**src/design/nrd_pkg.sv**
```systemverilog
// Shared constants for the non-restoring divider pipeline.
package nrd_pkg;

    // Default operand width of the division datapath
    localparam int WIDTH_DEF = 8;

    // Fixed width of the dividend, divisor, quotient and remainder fields
    localparam int FIELD_W = 8;

    // Stream data widths: fields packed from bit 0 up, then padded to whole bytes
    localparam int S_DATA_W = ((2 * FIELD_W + 7) / 8) * 8;
    localparam int M_DATA_W = ((2 * FIELD_W + 1 + 7) / 8) * 8;

endpackage

```
**src/design/non_restoring_divider.sv**
```systemverilog
// Top level: unsigned non-restoring divider as a row of step cells.
//
//   channel  direction  handshake            payload
//   s        in         i_s_tvalid/o_s_tready  i_s_tdata: dividend, divisor
//   m        out        o_m_tvalid/i_m_tready  o_m_tdata: quotient, remainder, divide_by_zero
//
// One division step per cell, WIDTH cells, then one correction/output stage;
// a new transfer is taken every cycle while the output is not stalled.
// Each stage holds while its successor is full and stalled, so empty stages
// upstream keep filling while a result waits on the output.
// Reset (i_rst_n low, synchronous) clears all stage valid flags.
module non_restoring_divider #(
    parameter int WIDTH = nrd_pkg::WIDTH_DEF
) (
    input  logic                          i_clk,
    input  logic                          i_rst_n,
    input  logic                          i_s_tvalid,
    output logic                          o_s_tready,
    input  logic [nrd_pkg::S_DATA_W-1:0]  i_s_tdata,   // [7:0] dividend, [15:8] divisor
    output logic                          o_m_tvalid,
    input  logic                          i_m_tready,
    output logic [nrd_pkg::M_DATA_W-1:0]  o_m_tdata    // [7:0] quotient, [15:8] remainder,
                                                       // [16] divide_by_zero, rest zero
);

    localparam int FW    = nrd_pkg::FIELD_W;
    localparam int MIN_W = (WIDTH < FW) ? WIDTH : FW;

    logic [FW-1:0]    dividend;
    logic [FW-1:0]    divisor;
    logic [WIDTH-1:0] n_ext;
    logic [WIDTH-1:0] d_ext;

    logic             st_valid [WIDTH+1];
    logic             st_ready [WIDTH+1];
    logic [WIDTH:0]   st_p     [WIDTH+1];
    logic [WIDTH-1:0] st_nq    [WIDTH+1];
    logic [WIDTH-1:0] st_div   [WIDTH+1];

    logic [FW-1:0]    quotient;
    logic [FW-1:0]    remainder;
    logic             divide_by_zero;

    assign dividend = i_s_tdata[FW-1:0];
    assign divisor  = i_s_tdata[2*FW-1:FW];

    always_comb begin
        n_ext = '0;
        d_ext = '0;
        n_ext[MIN_W-1:0] = dividend[MIN_W-1:0];
        d_ext[MIN_W-1:0] = divisor[MIN_W-1:0];
    end

    assign st_valid[0] = i_s_tvalid;
    assign st_p[0]     = '0;
    assign st_nq[0]    = n_ext;
    assign st_div[0]   = d_ext;
    assign o_s_tready  = st_ready[0];

    for (genvar g = 0; g < WIDTH; g++) begin : g_cell
        nrd_cell #(
            .WIDTH (WIDTH)
        ) u_cell (
            .i_clk   (i_clk),
            .i_rst_n (i_rst_n),
            .i_valid (st_valid[g]),
            .o_ready (st_ready[g]),
            .i_p     (st_p[g]),
            .i_nq    (st_nq[g]),
            .i_div   (st_div[g]),
            .o_valid (st_valid[g+1]),
            .i_ready (st_ready[g+1]),
            .o_p     (st_p[g+1]),
            .o_nq    (st_nq[g+1]),
            .o_div   (st_div[g+1])
        );
    end

    nrd_fix #(
        .WIDTH (WIDTH)
    ) u_fix (
        .i_clk            (i_clk),
        .i_rst_n          (i_rst_n),
        .i_valid          (st_valid[WIDTH]),
        .o_ready          (st_ready[WIDTH]),
        .i_p              (st_p[WIDTH]),
        .i_nq             (st_nq[WIDTH]),
        .i_div            (st_div[WIDTH]),
        .o_valid          (o_m_tvalid),
        .i_ready          (i_m_tready),
        .o_quotient       (quotient),
        .o_remainder      (remainder),
        .o_divide_by_zero (divide_by_zero)
    );

    always_comb begin
        o_m_tdata = '0;
        o_m_tdata[2*FW:0] = {divide_by_zero, remainder, quotient};
    end

endmodule

```
**src/design/nrd_cell.sv**
```systemverilog
// One non-restoring division step, registered, with its own valid/ready.
module nrd_cell #(
    parameter int WIDTH = nrd_pkg::WIDTH_DEF
) (
    input  logic             i_clk,
    input  logic             i_rst_n,
    input  logic             i_valid,
    output logic             o_ready,
    input  logic [WIDTH:0]   i_p,     // partial remainder, two's complement
    input  logic [WIDTH-1:0] i_nq,    // dividend bits still to use, quotient bits below
    input  logic [WIDTH-1:0] i_div,
    output logic             o_valid,
    input  logic             i_ready,
    output logic [WIDTH:0]   o_p,
    output logic [WIDTH-1:0] o_nq,
    output logic [WIDTH-1:0] o_div
);

    logic             r_valid;
    logic [WIDTH:0]   r_p;
    logic [WIDTH-1:0] r_nq;
    logic [WIDTH-1:0] r_div;

    logic [WIDTH:0]   n_p;
    logic [WIDTH-1:0] n_nq;
    logic [WIDTH:0]   p_shift;
    logic [WIDTH:0]   div_ext;

    assign o_ready = !r_valid || i_ready;

    always_comb begin
        // shift in the next dividend bit, MSB first
        p_shift = {i_p[WIDTH-1:0], i_nq[WIDTH-1]};
        div_ext = {1'b0, i_div};
        // add when the old remainder was negative, else subtract
        if (i_p[WIDTH]) begin
            n_p = p_shift + div_ext;
        end else begin
            n_p = p_shift - div_ext;
        end
        n_nq = {i_nq[WIDTH-2:0], ~n_p[WIDTH]};
    end

    always_ff @(posedge i_clk) begin
        if (!i_rst_n) begin
            r_valid <= 1'b0;
        end else if (o_ready) begin
            r_valid <= i_valid;
        end
    end

    always_ff @(posedge i_clk) begin
        if (o_ready && i_valid) begin
            r_p   <= n_p;
            r_nq  <= n_nq;
            r_div <= i_div;
        end
    end

    assign o_valid = r_valid;
    assign o_p     = r_p;
    assign o_nq    = r_nq;
    assign o_div   = r_div;

endmodule

```
**src/design/nrd_fix.sv**
```systemverilog
// Final remainder correction and the output register of the divider.
module nrd_fix #(
    parameter int WIDTH = nrd_pkg::WIDTH_DEF
) (
    input  logic                            i_clk,
    input  logic                            i_rst_n,
    input  logic                            i_valid,
    output logic                            o_ready,
    input  logic [WIDTH:0]                  i_p,
    input  logic [WIDTH-1:0]                i_nq,
    input  logic [WIDTH-1:0]                i_div,
    output logic                            o_valid,
    input  logic                            i_ready,
    output logic [nrd_pkg::FIELD_W-1:0]     o_quotient,
    output logic [nrd_pkg::FIELD_W-1:0]     o_remainder,
    output logic                            o_divide_by_zero
);

    localparam int FW    = nrd_pkg::FIELD_W;
    localparam int MIN_W = (WIDTH < FW) ? WIDTH : FW;

    logic          r_valid;
    logic [FW-1:0] r_quot;
    logic [FW-1:0] r_rem;
    logic          r_dz;

    logic [WIDTH-1:0] rem_full;
    logic [FW-1:0]    n_quot;
    logic [FW-1:0]    n_rem;

    assign o_ready = !r_valid || i_ready;

    // A zero divisor needs no special path: every step keeps P non-negative,
    // so the quotient comes out all ones and the remainder equals the dividend.
    always_comb begin
        rem_full = i_p[WIDTH] ? (i_p[WIDTH-1:0] + i_div) : i_p[WIDTH-1:0];
        n_quot = '0;
        n_rem  = '0;
        n_quot[MIN_W-1:0] = i_nq[MIN_W-1:0];
        n_rem[MIN_W-1:0]  = rem_full[MIN_W-1:0];
    end

    always_ff @(posedge i_clk) begin
        if (!i_rst_n) begin
            r_valid <= 1'b0;
        end else if (o_ready) begin
            r_valid <= i_valid;
        end
    end

    always_ff @(posedge i_clk) begin
        if (o_ready && i_valid) begin
            r_quot <= n_quot;
            r_rem  <= n_rem;
            r_dz   <= (i_div == '0);
        end
    end

    assign o_valid          = r_valid;
    assign o_quotient       = r_quot;
    assign o_remainder      = r_rem;
    assign o_divide_by_zero = r_dz;

endmodule

```
**config.mk**
```make
export PLATFORM = sky130hd
export DESIGN_NAME = non_restoring_divider
export DESIGN_NICKNAME = d
export VERILOG_FILES = /design/src/design/nrd_pkg.sv /design/src/design/non_restoring_divider.sv /design/src/design/nrd_cell.sv /design/src/design/nrd_fix.sv
export SDC_FILE = /design/constraint.sdc
export NUM_CORES = 1
export LEC_CHECK = 0
export BUFFER_PORTS_ARGS = -buffer_cell sky130_fd_sc_hd__clkbuf_2
export CORE_UTILIZATION = 50
export CTS_BUF_LIST = sky130_fd_sc_hd__clkbuf_4 sky130_fd_sc_hd__clkbuf_8
export CTS_CLUSTER_DIAMETER = 100
export CTS_CLUSTER_SIZE = 14
export DETAILED_ROUTE_END_ITERATION = 10
export PLACE_DENSITY = 0.67
export SYNTH_ARGS = -nofsm -noshare
export SYNTH_HDL_FRONTEND = slang
export SYNTH_SLANG_ARGS = --single-unit
```
**constraint.sdc**
```tcl
create_clock -name i_clk -period 3.9 [get_ports i_clk]
set_clock_uncertainty 0.1 [all_clocks]
set_input_delay 0.39 -clock i_clk [delete_from_list [all_inputs] [get_ports i_clk]]
set_output_delay 0.39 -clock i_clk [all_outputs]
set_load 0.05 [all_outputs]
```
## After elaboration in Yosys (flattened, before gate mapping)

Index checks and enable logic that the tools add are counted.

- $add $sub $neg: 16
- Mux-type cells: 8
- Bitwise operators: 8
- Reduce and logical (&&, ||, !) cells: 28

Operator list:

| operator | count |
|---|---|
| $add A9 B8 Y9 | 7 |
| $mux W9 | 7 |
| $sub A9 B8 Y9 | 7 |
| $logic_and A1 B1 Y1 | 9 |
| $logic_not A1 Y1 | 9 |
| $logic_or A1 B1 Y1 | 9 |
| $sub A1 B8 Y9 | 1 |
| $add A8 B8 Y8 | 1 |
| $logic_not A8 Y1 | 1 |
| $mux W8 | 1 |
| $not A1 Y1 | 8 |

- Bits in registers: 226
- Word-level logic and storage cells: 96

## Longest topological paths before layout

Gate-level depths: netlist of run 1.

- Depth in word-level cells: 11
- Gate-level depth with buffers: 11

## By module

From an unflattened synthesis of run 1, not the netlist that was laid out.

- Cell total of the unflattened synthesis: 909
- Area, all modules: 11772.5 µm²

Modules (own cells, without submodules):

| module | instances | cells each | area an instance (µm²) | seq. area each (µm²) |
|---|---|---|---|---|
| nrd_cell at g_cell[0].u_cell ... | 4 | 103 | 1338.8 | 770.7 |
| nrd_cell at g_cell[2].u_cell ... | 3 | 101 | 1332.5 | 770.7 |
| nrd_cell at g_cell[7].u_cell | 1 | 102 | 1338.8 | 770.7 |
| nrd_fix | 1 | 83 | 1017.2 | 530.5 |
| non_restoring_divider | 1 | 9 | 63.8 | 0.0 |

## Worst setup path after synthesis of run 1

OpenSTA, ideal clock, no wires.

- Kind: flip-flop to flip-flop
- Start: register u_fix.r_valid (netlist: u_fix.o_valid)
- End: register g_cell[1].u_cell.r_div[0], enable pin
- Setup time: 446 ps
- Data arrival time: 3121 ps
- Path slack: 233 ps
- Cell stages (with the launch flop): 6
- Cell sequence: dfxtp_1 -> and4b_4 -> and3_4 -> and3_1 -> buf_4 -> a21boi_0

- Word-level cells in the longest chain between the ends: 10

Ends and longest elaborated chain:

| item | line | source |
|---|---|---|
| from (decl) | nrd_fix.sv:22 | `logic r_valid;` |
| from (signal assigned) | nrd_fix.sv:47 | `r_valid <= i_valid;` |
| $logic_not A1 Y1 | nrd_fix.sv:31 | `assign o_ready = !r_valid \|\| i_ready;` |
| $logic_or A1 B1 Y1 | nrd_fix.sv:31 |  |
| $logic_or A1 B1 Y1 (7 in series) | nrd_cell.sv:29 | `assign o_ready = !r_valid \|\| i_ready;` |
| $logic_and A1 B1 Y1 | nrd_cell.sv:53 | `if (o_ready && i_valid) begin` |
| to (signal assigned) | nrd_cell.sv:56 | `r_div <= i_div;` |
| to (decl) | nrd_cell.sv:22 | `logic [WIDTH-1:0] r_div;` |

Every way passes these cells.
A chain may end at the register's enable or synchronous reset.

## Final worst setup path of run 1

- Start: register g_cell[2].u_cell.r_div[0]
- End: register g_cell[3].u_cell.r_p[7] (data pin)

- Word-level cells in the longest chain between the ends: 2
- Elaborated cells on any way between the ends: 3

Ends and longest elaborated chain:

| item | line | source |
|---|---|---|
| from (decl) | nrd_cell.sv:22 |  |
| from (signal assigned) | nrd_cell.sv:56 |  |
| $sub A9 B8 Y9 or $add A9 B8 Y9 (tied branches) | nrd_cell.sv:39, nrd_cell.sv:37 |  |
| $mux W9 * | nrd_cell.sv:36 | `if (i_p[WIDTH]) begin` |
| via g_cell[3].u_cell.n_p[7] | nrd_cell.sv:24 | `logic [WIDTH:0] n_p;` |
| to (signal assigned) | nrd_cell.sv:54 | `r_p <= n_p;` |
| to (decl) | nrd_cell.sv:20 | `logic [WIDTH:0] r_p;` |

The timed path passes the listed nets; every way through them passes the cells marked *.

==> flow_metrics.tcl, run 1 <==
set metrics [dict create \
    cts.htree.levels 1 \
    antenna_cells 0 \
    crit_arrival_ns 3.01 \
    end_kind "register" \
    synth_most_common_cell "edfxtp_1" \
    drt-total-wl_um 16200 \
    grt_overflow 0 \
    synth_top_area_share_pct 59.5 \
    path_cells "inv_1 > ha_1 > mux2_2 > ha_1 > a21o_1 > a211oi_1 > nor2_1 > o41ai_1 > xnor2_1" \
    crit_required_ns 4.06 \
    fill_cells 1713 \
    hold_viol_final 0 \
    hp-class "in -> reg" \
    ys_top_cells_by_count "edfxtp_1, nor2_1, ha_1" \
    vias 6040 \
    ys_types 50 \
    cp_top_family "compound AO/OA/AOI/OAI gates" \
    rsz0062_at_grt "no" \
    multi_input_comb_area_um2 4000 \
    fin_hold_ws_ns 0.0884 \
    critPathMaxStageDelay_ns 0.46 \
    cpMostUsedCell "ha_1" \
    first_iter_violations 199 \
    crit_type "reg -> reg" \
    ios 46 \
    p_leak_nw 4.49 \
    drc 0 \
    die_width_um 150 \
    fin_area_um2 12100 \
    dp.final_hpwl_um 12200 \
    drv_slew 0 \
    dr.pass1.iters 4 \
    clkTransAtPathRegs_ns 0.09 \
    synth_top_cell_by_area "edfxtp_1" \
    dp.cells 1126 \
    ant_nets 0 \
    finalCritPeriodShare_pct 73.1 \
    layout-drive-gt1-share_pct 13.2 \
    post-cts-setup-buffers 0 \
    yosysWarnings 0 \
    drv_cap 0 \
    max_freq_ghz 0.351 \
    synthArstFlopShare_pct 0 \
    cp_slowest_cell "edfxtp_1" \
    relSlewSlack_pct 23.0 \
    finalSetupTns_ns 0 \
    fin_util_pct 56.7 \
    syn_area_um2 11000 \
    path_max_fanout 5 \
    p_per_area_nw_per_um2 385 \
    min_period_ns 2.85 \
    routabilityCongestion 0.846 \
    insertion_delay_ns 0.52 \
    syn-instance-count 816 \
    setup_viol 0 \
    synth.area.top_cells "edfxtp_1, ha_1, xnor2_1" \
    ir_worst_vdd_v 0.000275 \
    cts_buffer_depth 3 \
    grt_first_pass_wirelength_um 27400 \
    instances_no_fill 1178 \
    rows 53 \
    cts_root_buf "clkbuf_8" \
    syn2layout_area_growth_pct 10.2 \
    numCtsBuffers 20 \
    antenna_found_initial 0 \
    cts_resized 0 \
    cts_tree "yes" \
    pre_cts_ws_ns 1.11 \
    die_y_um 150 \
    synth_edf_count 217 \
    wire_per_inst_um 13.7 \
    worst_slew_pin_slew_ns 1.15 \
    initial_core_util_pct 51.5 \
    grt_pass1_vias 6148 \
    regArea_um2 6700 \
    outcome "finished clean" \
    final_nets 989 \
    grt.total_usage_pct 15.4 \
    synth_ff_type "edfxtp_1" \
    die_area_um2 22500 \
    placed_area_um2 11500 \
    routed_via_density 5.13 \
    crit_buf_inv 1 \
    cts_hold_buffers 16 \
    total_power_mw 4.64 \
    grt_max_degree 26 \
    setup_ws_ns 1.05 \
    yosysSeqAreaShare_pct 61.1 \
    ys_ff_latch 226 \
    cp-start-kind "register" \
    port_buffers 38 \
    avgSynthCellArea_um2 13.4 \
    core_region_area_um2 21300 \
    clock_sinks 226 \
]
==> flip-flops by register name, indices dropped and copies added (netlist names) <==
signal and cells:
u_fix.o_remainder 8, u_fix.o_quotient 8, g_cell.u_cell.o_nq 64, g_cell.u_cell.o_valid 8
u_fix.o_divide_by_zero 1, u_fix.o_valid 1, g_cell.u_cell.o_div 64, g_cell.u_cell.o_p 72
==> worst paths after layout <==
check                                                          from                                    end  slack, ns  cells after the start
worst max register to register  g_cell[2].u_cell.o_div[0]$_DFFE_PP_      g_cell[3].u_cell.o_p[7]$_DFFE_PP_       1.05                      9
worst max-delay path            g_cell[2].u_cell.o_div[0]$_DFFE_PP_      g_cell[3].u_cell.o_p[7]$_DFFE_PP_       1.05                      9
worst min-delay path                                        i_rst_n  g_cell[6].u_cell.o_valid$_SDFFE_PN0P_       0.09                      2
worst min register to register   g_cell[1].u_cell.o_nq[6]$_DFFE_PP_     g_cell[2].u_cell.o_nq[7]$_DFFE_PP_       0.30                      0
==> layer usage <==
layer / track usage [%] / share of wire, %
met1: 14.0 / 36
met2: 32.7 / 58
met3: 2.50 / 2.6
met4: 5.91 / 3.3
met5: 0 / 0
==> cell usage in the layout (no fill, tap or decap), drive strengths merged, types with 2 or more instances in the layout <==
cell type      n
ha            72
mux2          12
dfxtp          9
nor2b         26
or3            4
o2111ai        2
and3           5
a21o           7
nand2          6
fa             8
o21ai         31
o41ai         13
or4            3
clkbuf        73
nor3b          4
a31oi          4
buf            8
nor4           3
a21oi         42
a21boi         6
conb           7
xor2          53
nand2b         8
nor2          99
inv           58
o21a           4
nor3          19
nand3          3
nand3b         3
a211oi         7
nor4b          2
edfxtp       217
xnor2         62
dlygate4sd3   16
==> where the power goes <==
part | switching [mW] | total (mW) | internal (mW)
registers | 0.0344 | 2.77 | 2.73
logic | 0.252 | 0.481 | 0.229
clock network | 0.754 | 1.40 | 0.642
total | 1.04 | 4.64 | 3.60
==> area by class of cell <==
type | count | share of cell area [%]
clock buffers | 35 | 3.26
clock inverters | 1 | 0.135
inverters | 58 | 1.80
multi-input cells | 521 | 33.1
flip-flops and latches | 226 | 55.5
well taps | 275 | 2.85
repair buffers | 62 | 3.40
==> logic make-up after synthesis <==
logic type	count (synthesis)	synth area share, %
DFF	226	61.1
and+or+nand+nor	188	8.61
AOI/OAI and AO/OA	118	7.01
xor gates and xnor gates	115	9.33
adders and majority gates	80	9.68
buffers and inverters	75	2.90
muxes	13	1.32
other	1	0.0342
(Power assumes the default switching activity.)
==> inputs of run 2 (changes only) <==
Settings changed: ABC_AREA set to 1.
Clock period 3.9 ns to 3 ns, I/O delays scaled along.
==> flow_metrics.tcl, run 2 <==
set metrics [dict create \
    outcome "finished clean" \
    drc 0 \
    ir_worst_vdd_v 0.000339 \
    path_cells "inv_1 > ha_1 > inv_1 > nor2_1 > nand3_1 > nand2_1 > xor2_1 > ha_1 > nand2_1 > inv_1 > nand2_1 > nand2_1 > a31oi_1 > inv_1 > nand2_1 > nand2_1" \
    ys_ff_latch 226 \
    synthArstFlopShare_pct 0 \
    setup_ws_ns 0.260 \
    synth_compound_area_share_pct 6.00 \
    synthAdderAreaFrac_pct 9.48 \
    finalSetupTns_ns 0 \
    setup_viol 0 \
    p_leak_nw 5.17 \
    relSlewSlack_pct 67.0 \
    syn-instance-count 978 \
    cts_root_buf "clkbuf_8" \
    insertion_delay_ns 0.54 \
    synth_ff_type "edfxtp_1" \
    cts_tree "yes" \
    p_clk_share_pct 28.7 \
    syn_area_um2 11200 \
    ios 46 \
    post-cts-setup-buffers 0 \
    avgSynthCellArea_um2 11.4 \
    fin_area_um2 12400 \
    cp-start-kind "register" \
    cts_buffer_depth 3 \
    hp-class "in -> reg" \
    synth_edf_count 217 \
    rsz0062_at_grt "no" \
    instances_no_fill 1358 \
    largest_reg_flops 72 \
    synth.mux.area_fraction_pct 0 \
    min_period_ns 2.74 \
    layout-drive-gt1-share_pct 9.46 \
    swShare_pct 25.0 \
    comb_power_share_pct 13.5 \
    die_width_um 152 \
    numCtsBuffers 20 \
    fin_hold_ws_ns 0.120 \
    port_buffers 38 \
    final_nets 1164 \
    reg2reg_depth 16 \
    synth-simple-area-share_pct 11.8 \
    drt-total-wl_um 18600 \
    dr.pass1.iters 4 \
    drv_slew 0 \
    pre_cts_ws_ns 0.241 \
    first_iter_violations 235 \
    regArea_um2 6700 \
    clkTransAtPathRegs_ns 0.09 \
    synth_top_cell_by_area "edfxtp_1" \
    multi_input_comb_area_um2 3880 \
    die_y_um 152 \
    ys_top_cells_by_count "edfxtp_1, nand2_1, inv_1" \
    mostFrequentLayoutCell "edfxtp_1" \
    yosysWarnings 0 \
    grt_pass1_vias 6818 \
    cts.htree.levels 1 \
    synth_top_family_by_area "simple AND/OR/NAND/NOR gates" \
    critPathMaxStageDelay_ns 0.42 \
    drv_cap 0 \
    max_freq_ghz 0.365 \
    hold_viol_final 0 \
    grt_first_pass_wirelength_um 30800 \
    placed_area_um2 11800 \
    fill_cells 1845 \
    routabilityCongestion 0.888 \
    antenna_found_initial 0 \
    synth_top_area_share_pct 58.2 \
    ys_types 38 \
    worst_slew_pin_slew_ns 0.490 \
    synth_most_common_cell "edfxtp_1" \
    die_area_um2 23000 \
    finalCritPeriodShare_pct 91.3 \
    ant_nets 0 \
    p_seq_share_pct 57.8 \
    crit_arrival_ns 2.94 \
    path_max_fanout 5 \
    crit_required_ns 3.20 \
    grt_overflow 0 \
    fin_util_pct 56.6 \
    yosysSeqAreaShare_pct 59.8 \
    grt.total_usage_pct 16.9 \
    p_sw_mw 1.60 \
    vias 6785 \
    synth_xor_xnor_area_share_pct 7.04 \
    syn2layout_area_growth_pct 10.7 \
    cp_slowest_cell "edfxtp_1" \
    dp.final_hpwl_um 14000 \
    clock_sinks 226 \
    dp.cells 1302 \
    p_per_area_nw_per_um2 516 \
    wire_per_inst_um 13.7 \
    rows 54 \
    holdPathStages 4 \
    antenna_cells 0 \
    layout_common_cells "edfxtp_1, nand2_1, inv_1" \
    core_region_area_um2 21900 \
    end_kind "register" \
    crit_type "reg -> reg" \
    total_power_mw 6.39 \
    synth.area.top_cells "edfxtp_1, ha_1, nand2_1" \
    internal-power_mw 4.79 \
    routed_via_density 5.00 \
    initial_core_util_pct 51.1 \
    grt_max_degree 26 \
    cpMostUsedCell "nand2_1" \
]
[run 2: cell types whose count changed after synthesis, sizes merged, moves of 14 or more]
cell | previous run | this run
nand2 | 6 | 164
inv | 58 | 155
nor2 | 99 | 30
nand3 | 3 | 62
xnor2 | 62 | 29
nor2b | 26 | 0
a21oi | 42 | 61
nand4 | 1 | 15
[run 2: worst paths after layout]
kind | from | end | slack, ns
hold reg to reg | g_cell[5].u_cell.o_nq[1]$_DFFE_PP_ | g_cell[6].u_cell.o_nq[2]$_DFFE_PP_ | 0.31
setup reg to reg | g_cell[0].u_cell.o_div[0]$_DFFE_PP_ | g_cell[1].u_cell.o_nq[0]$_DFFE_PP_ | 0.26
hold / removal | i_s_tdata[7] | g_cell[0].u_cell.o_p[0]$_DFFE_PP_ | 0.12
setup / recovery | g_cell[0].u_cell.o_div[0]$_DFFE_PP_ | g_cell[1].u_cell.o_nq[0]$_DFFE_PP_ | 0.26
[run 2: area by class of cell]
type,count,share of cell area (%)
multi-input combinational,592,31.4
tap,280,2.83
sequential,226,54.1
clock buffer,34,3.07
timing repair buffer,67,3.70
clock inverter,2,0.202
inverter,157,4.76
[run 2: power by group through the flow]
stage / clock network, mW / registers [mW] / logic, mW
CTS: 1.90 / 3.69 / 0.865
global placement: 0 / 3.76 / 0.817
global route: 1.99 / 3.70 / 0.982
floorplan: 0 / 3.74 / 0.683
finish: 1.84 / 3.69 / 0.860
detailed placement: 0 / 3.77 / 0.842
[run 2: what timing repair did]
item / CTS / global route
hold buffers: 20 / 0
setup endpoints to repair: 0 / 2
hold endpoints to repair: 31 / 0
gates resized for setup: 0 / 1
[run 2: worst max-delay path, delay by kind of cell, from the launching register on]
family,cells,cell delay [ns]
adders and majority gates,2,0.48
xor gates and xnor gates,1,0.16
DFF,1,0.42
buffers and inverters,4,0.28
AOI/OAI and AO/OA,1,0.23
and+or+nand+nor,8,0.83
[run 2: cells by family after synthesis]
kind of cell	Yosys count
simple gates	292
flops	226
buf+inv	166
compound gates	123
xor+xnor	90
fa+ha+maj	80
other cells	1
[run 2: layer usage]
metal,global-route usage (%),share of wire [%]
met4,4.70,2.3
met5,0,0
met1,19.4,42
met3,2.34,2.5
met2,32.4,53
==> inputs of run 3 (changes only) <==
Settings changed: ABC_AREA 1 to 0.
==> flow_metrics.tcl, run 3 (synthesis gave the netlist of run 1 again) <==
set metrics [dict create \
    clkTransAtPathRegs_ns 0.09 \
    end_kind "register" \
    placed_area_um2 11600 \
    grtUsageMet2_pct 33.2 \
    relSlewSlack_pct 63.3 \
    hold_viol_final 0 \
    fill_cells 1731 \
    cts.htree.levels 1 \
    layout_common_cells "edfxtp_1, nor2_1, ha_1" \
    ios 46 \
    finalSetupTns_ns 0 \
    min_period_ns 2.70 \
    first_iter_violations 209 \
    final_nets 1001 \
    top_usage_layer "met2" \
    cts_root_buf "clkbuf_8" \
    rsz0062_at_grt "no" \
    fin_hold_ws_ns 0.0557 \
    grt_max_degree 26 \
    routed_via_density 5.13 \
    grt_pass1_vias 6091 \
    mostFrequentLayoutCell "edfxtp_1" \
    hp-class "in -> reg" \
    core_region_area_um2 21300 \
    largest_reg_flops 72 \
    crit_type "reg -> reg" \
    syn2layout_area_growth_pct 11.3 \
    routabilityCongestion 0.854 \
    insertion_delay_ns 0.54 \
    rows 53 \
    cp-start-kind "register" \
    ir_worst_vdd_v 0.000358 \
    drt-total-wl_um 16700 \
    wire_per_inst_um 14.1 \
    crit_required_ns 3.19 \
    grt_first_pass_wirelength_um 27200 \
    p_leak_nw 4.56 \
    cts_buffer_depth 3 \
    initial_core_util_pct 51.5 \
    port_buffers 38 \
    drc 0 \
    dr.pass1.iters 4 \
    grt_overflow 0 \
    antenna_found_initial 0 \
    crit_arrival_ns 2.89 \
    vias 6107 \
    grt.total_usage_pct 15.5 \
    setup_viol 0 \
    p_per_area_nw_per_um2 498 \
    layout-drive-gt1-share_pct 14.5 \
    drv_slew 0 \
    numCtsBuffers 20 \
    setup_ws_ns 0.296 \
    die_width_um 150 \
    met3_usage_pct 2.65 \
    worst_slew_pin_slew_ns 0.546 \
    clock_sinks 226 \
    multi_input_comb_area_um2 4020 \
    die_area_um2 22500 \
    pre_cts_ws_ns 0.188 \
    die_y_um 150 \
    cts_tree "yes" \
    grt.met1_usage_pct 13.3 \
    regArea_um2 6700 \
    fin_area_um2 12200 \
    drv_cap 0 \
    outcome "finished clean" \
    ant_nets 0 \
    max_freq_ghz 0.370 \
    finalCritPeriodShare_pct 90.1 \
    antenna_cells 0 \
    path_max_fanout 5 \
    dp.final_hpwl_um 12500 \
]
## run 3: cell types whose count changed in the layout (fill, tap and decap cells not counted), moves of 9 or more
| cell | delta |
|---|---|
| xnor2_1 | +31 |
| a21oi_1 | -18 |
| nand4_1 | -14 |
| nor3_1 | +13 |
| nor2b_1 | +23 |
| inv_1 | -96 |
| nand3_1 | -58 |
| buf_4 | +9 |
| nand2_1 | -156 |
| nor2_1 | +77 |
| mux2_2 | +12 |
## run 3: metrics by stage
step                      power, mW  util, %  std cells
after floorplan                4.17        -        822
after detailed placement       4.29     54.4       1135
final                          6.07     57.3       1190
after CTS                      6.15     57.1       1189
after global routing           6.36     57.3       1190
after global placement         4.27     54.4       1135
## run 3: worst paths after layout
kind | start | end | slack (ns) | cells after the start
max | g_cell[0].u_cell.o_div[1]$_DFFE_PP_ | g_cell[1].u_cell.o_p[7]$_DFFE_PP_ | 0.30 | 9
min | i_m_tready | u_fix.o_valid$_SDFFE_PN0P_ | 0.06 | 3
max reg2reg | g_cell[0].u_cell.o_div[1]$_DFFE_PP_ | g_cell[1].u_cell.o_p[7]$_DFFE_PP_ | 0.30 | 9
min reg2reg | g_cell[1].u_cell.o_nq[6]$_DFFE_PP_ | g_cell[2].u_cell.o_nq[7]$_DFFE_PP_ | 0.30 | 0
## run 3: layout make-up
cell class                 count  area share (%)
clock buffer                  35            3.23
clock inverter                 1           0.133
inverter                      58            1.78
multi-input combinational    521            33.0
sequential                   226            54.9
tap                          275            2.82
timing repair buffer          74            4.14
## run 3: where the power goes
group,leakage (nW),switching (mW),internal [mW]
logic,2.28,0.338,0.310
clock network,0.222,0.995,0.834
registers,2.06,0.0433,3.55
## run 3: critical path, stage by stage, from the launching register on
cell and delay (ns):
edfxtp_1 0.49, inv_1 0.09, ha_1 0.22, mux2_2 0.28
ha_1 0.28, a21o_1 0.20, a211oi_1 0.23, nor2_1 0.10
o41ai_1 0.36, xnor2_1 0.11
## run 3: metal layers
layer	vias up	share of wire, %
li1	3083	-
met1	2903	35
met2	85	59
met3	36	2.8
met4	0	3.6
met5	-	0
## run 3: what timing repair did
| action | CTS | global route |
|---|---|---|
| endpoints found under the setup margin | 0 | 4 |
| hold buffers | 18 | 0 |
| setup buffers | 0 | 1 |
| resized for setup | 0 | 4 |
| hold endpoints to repair | 31 | 0 |
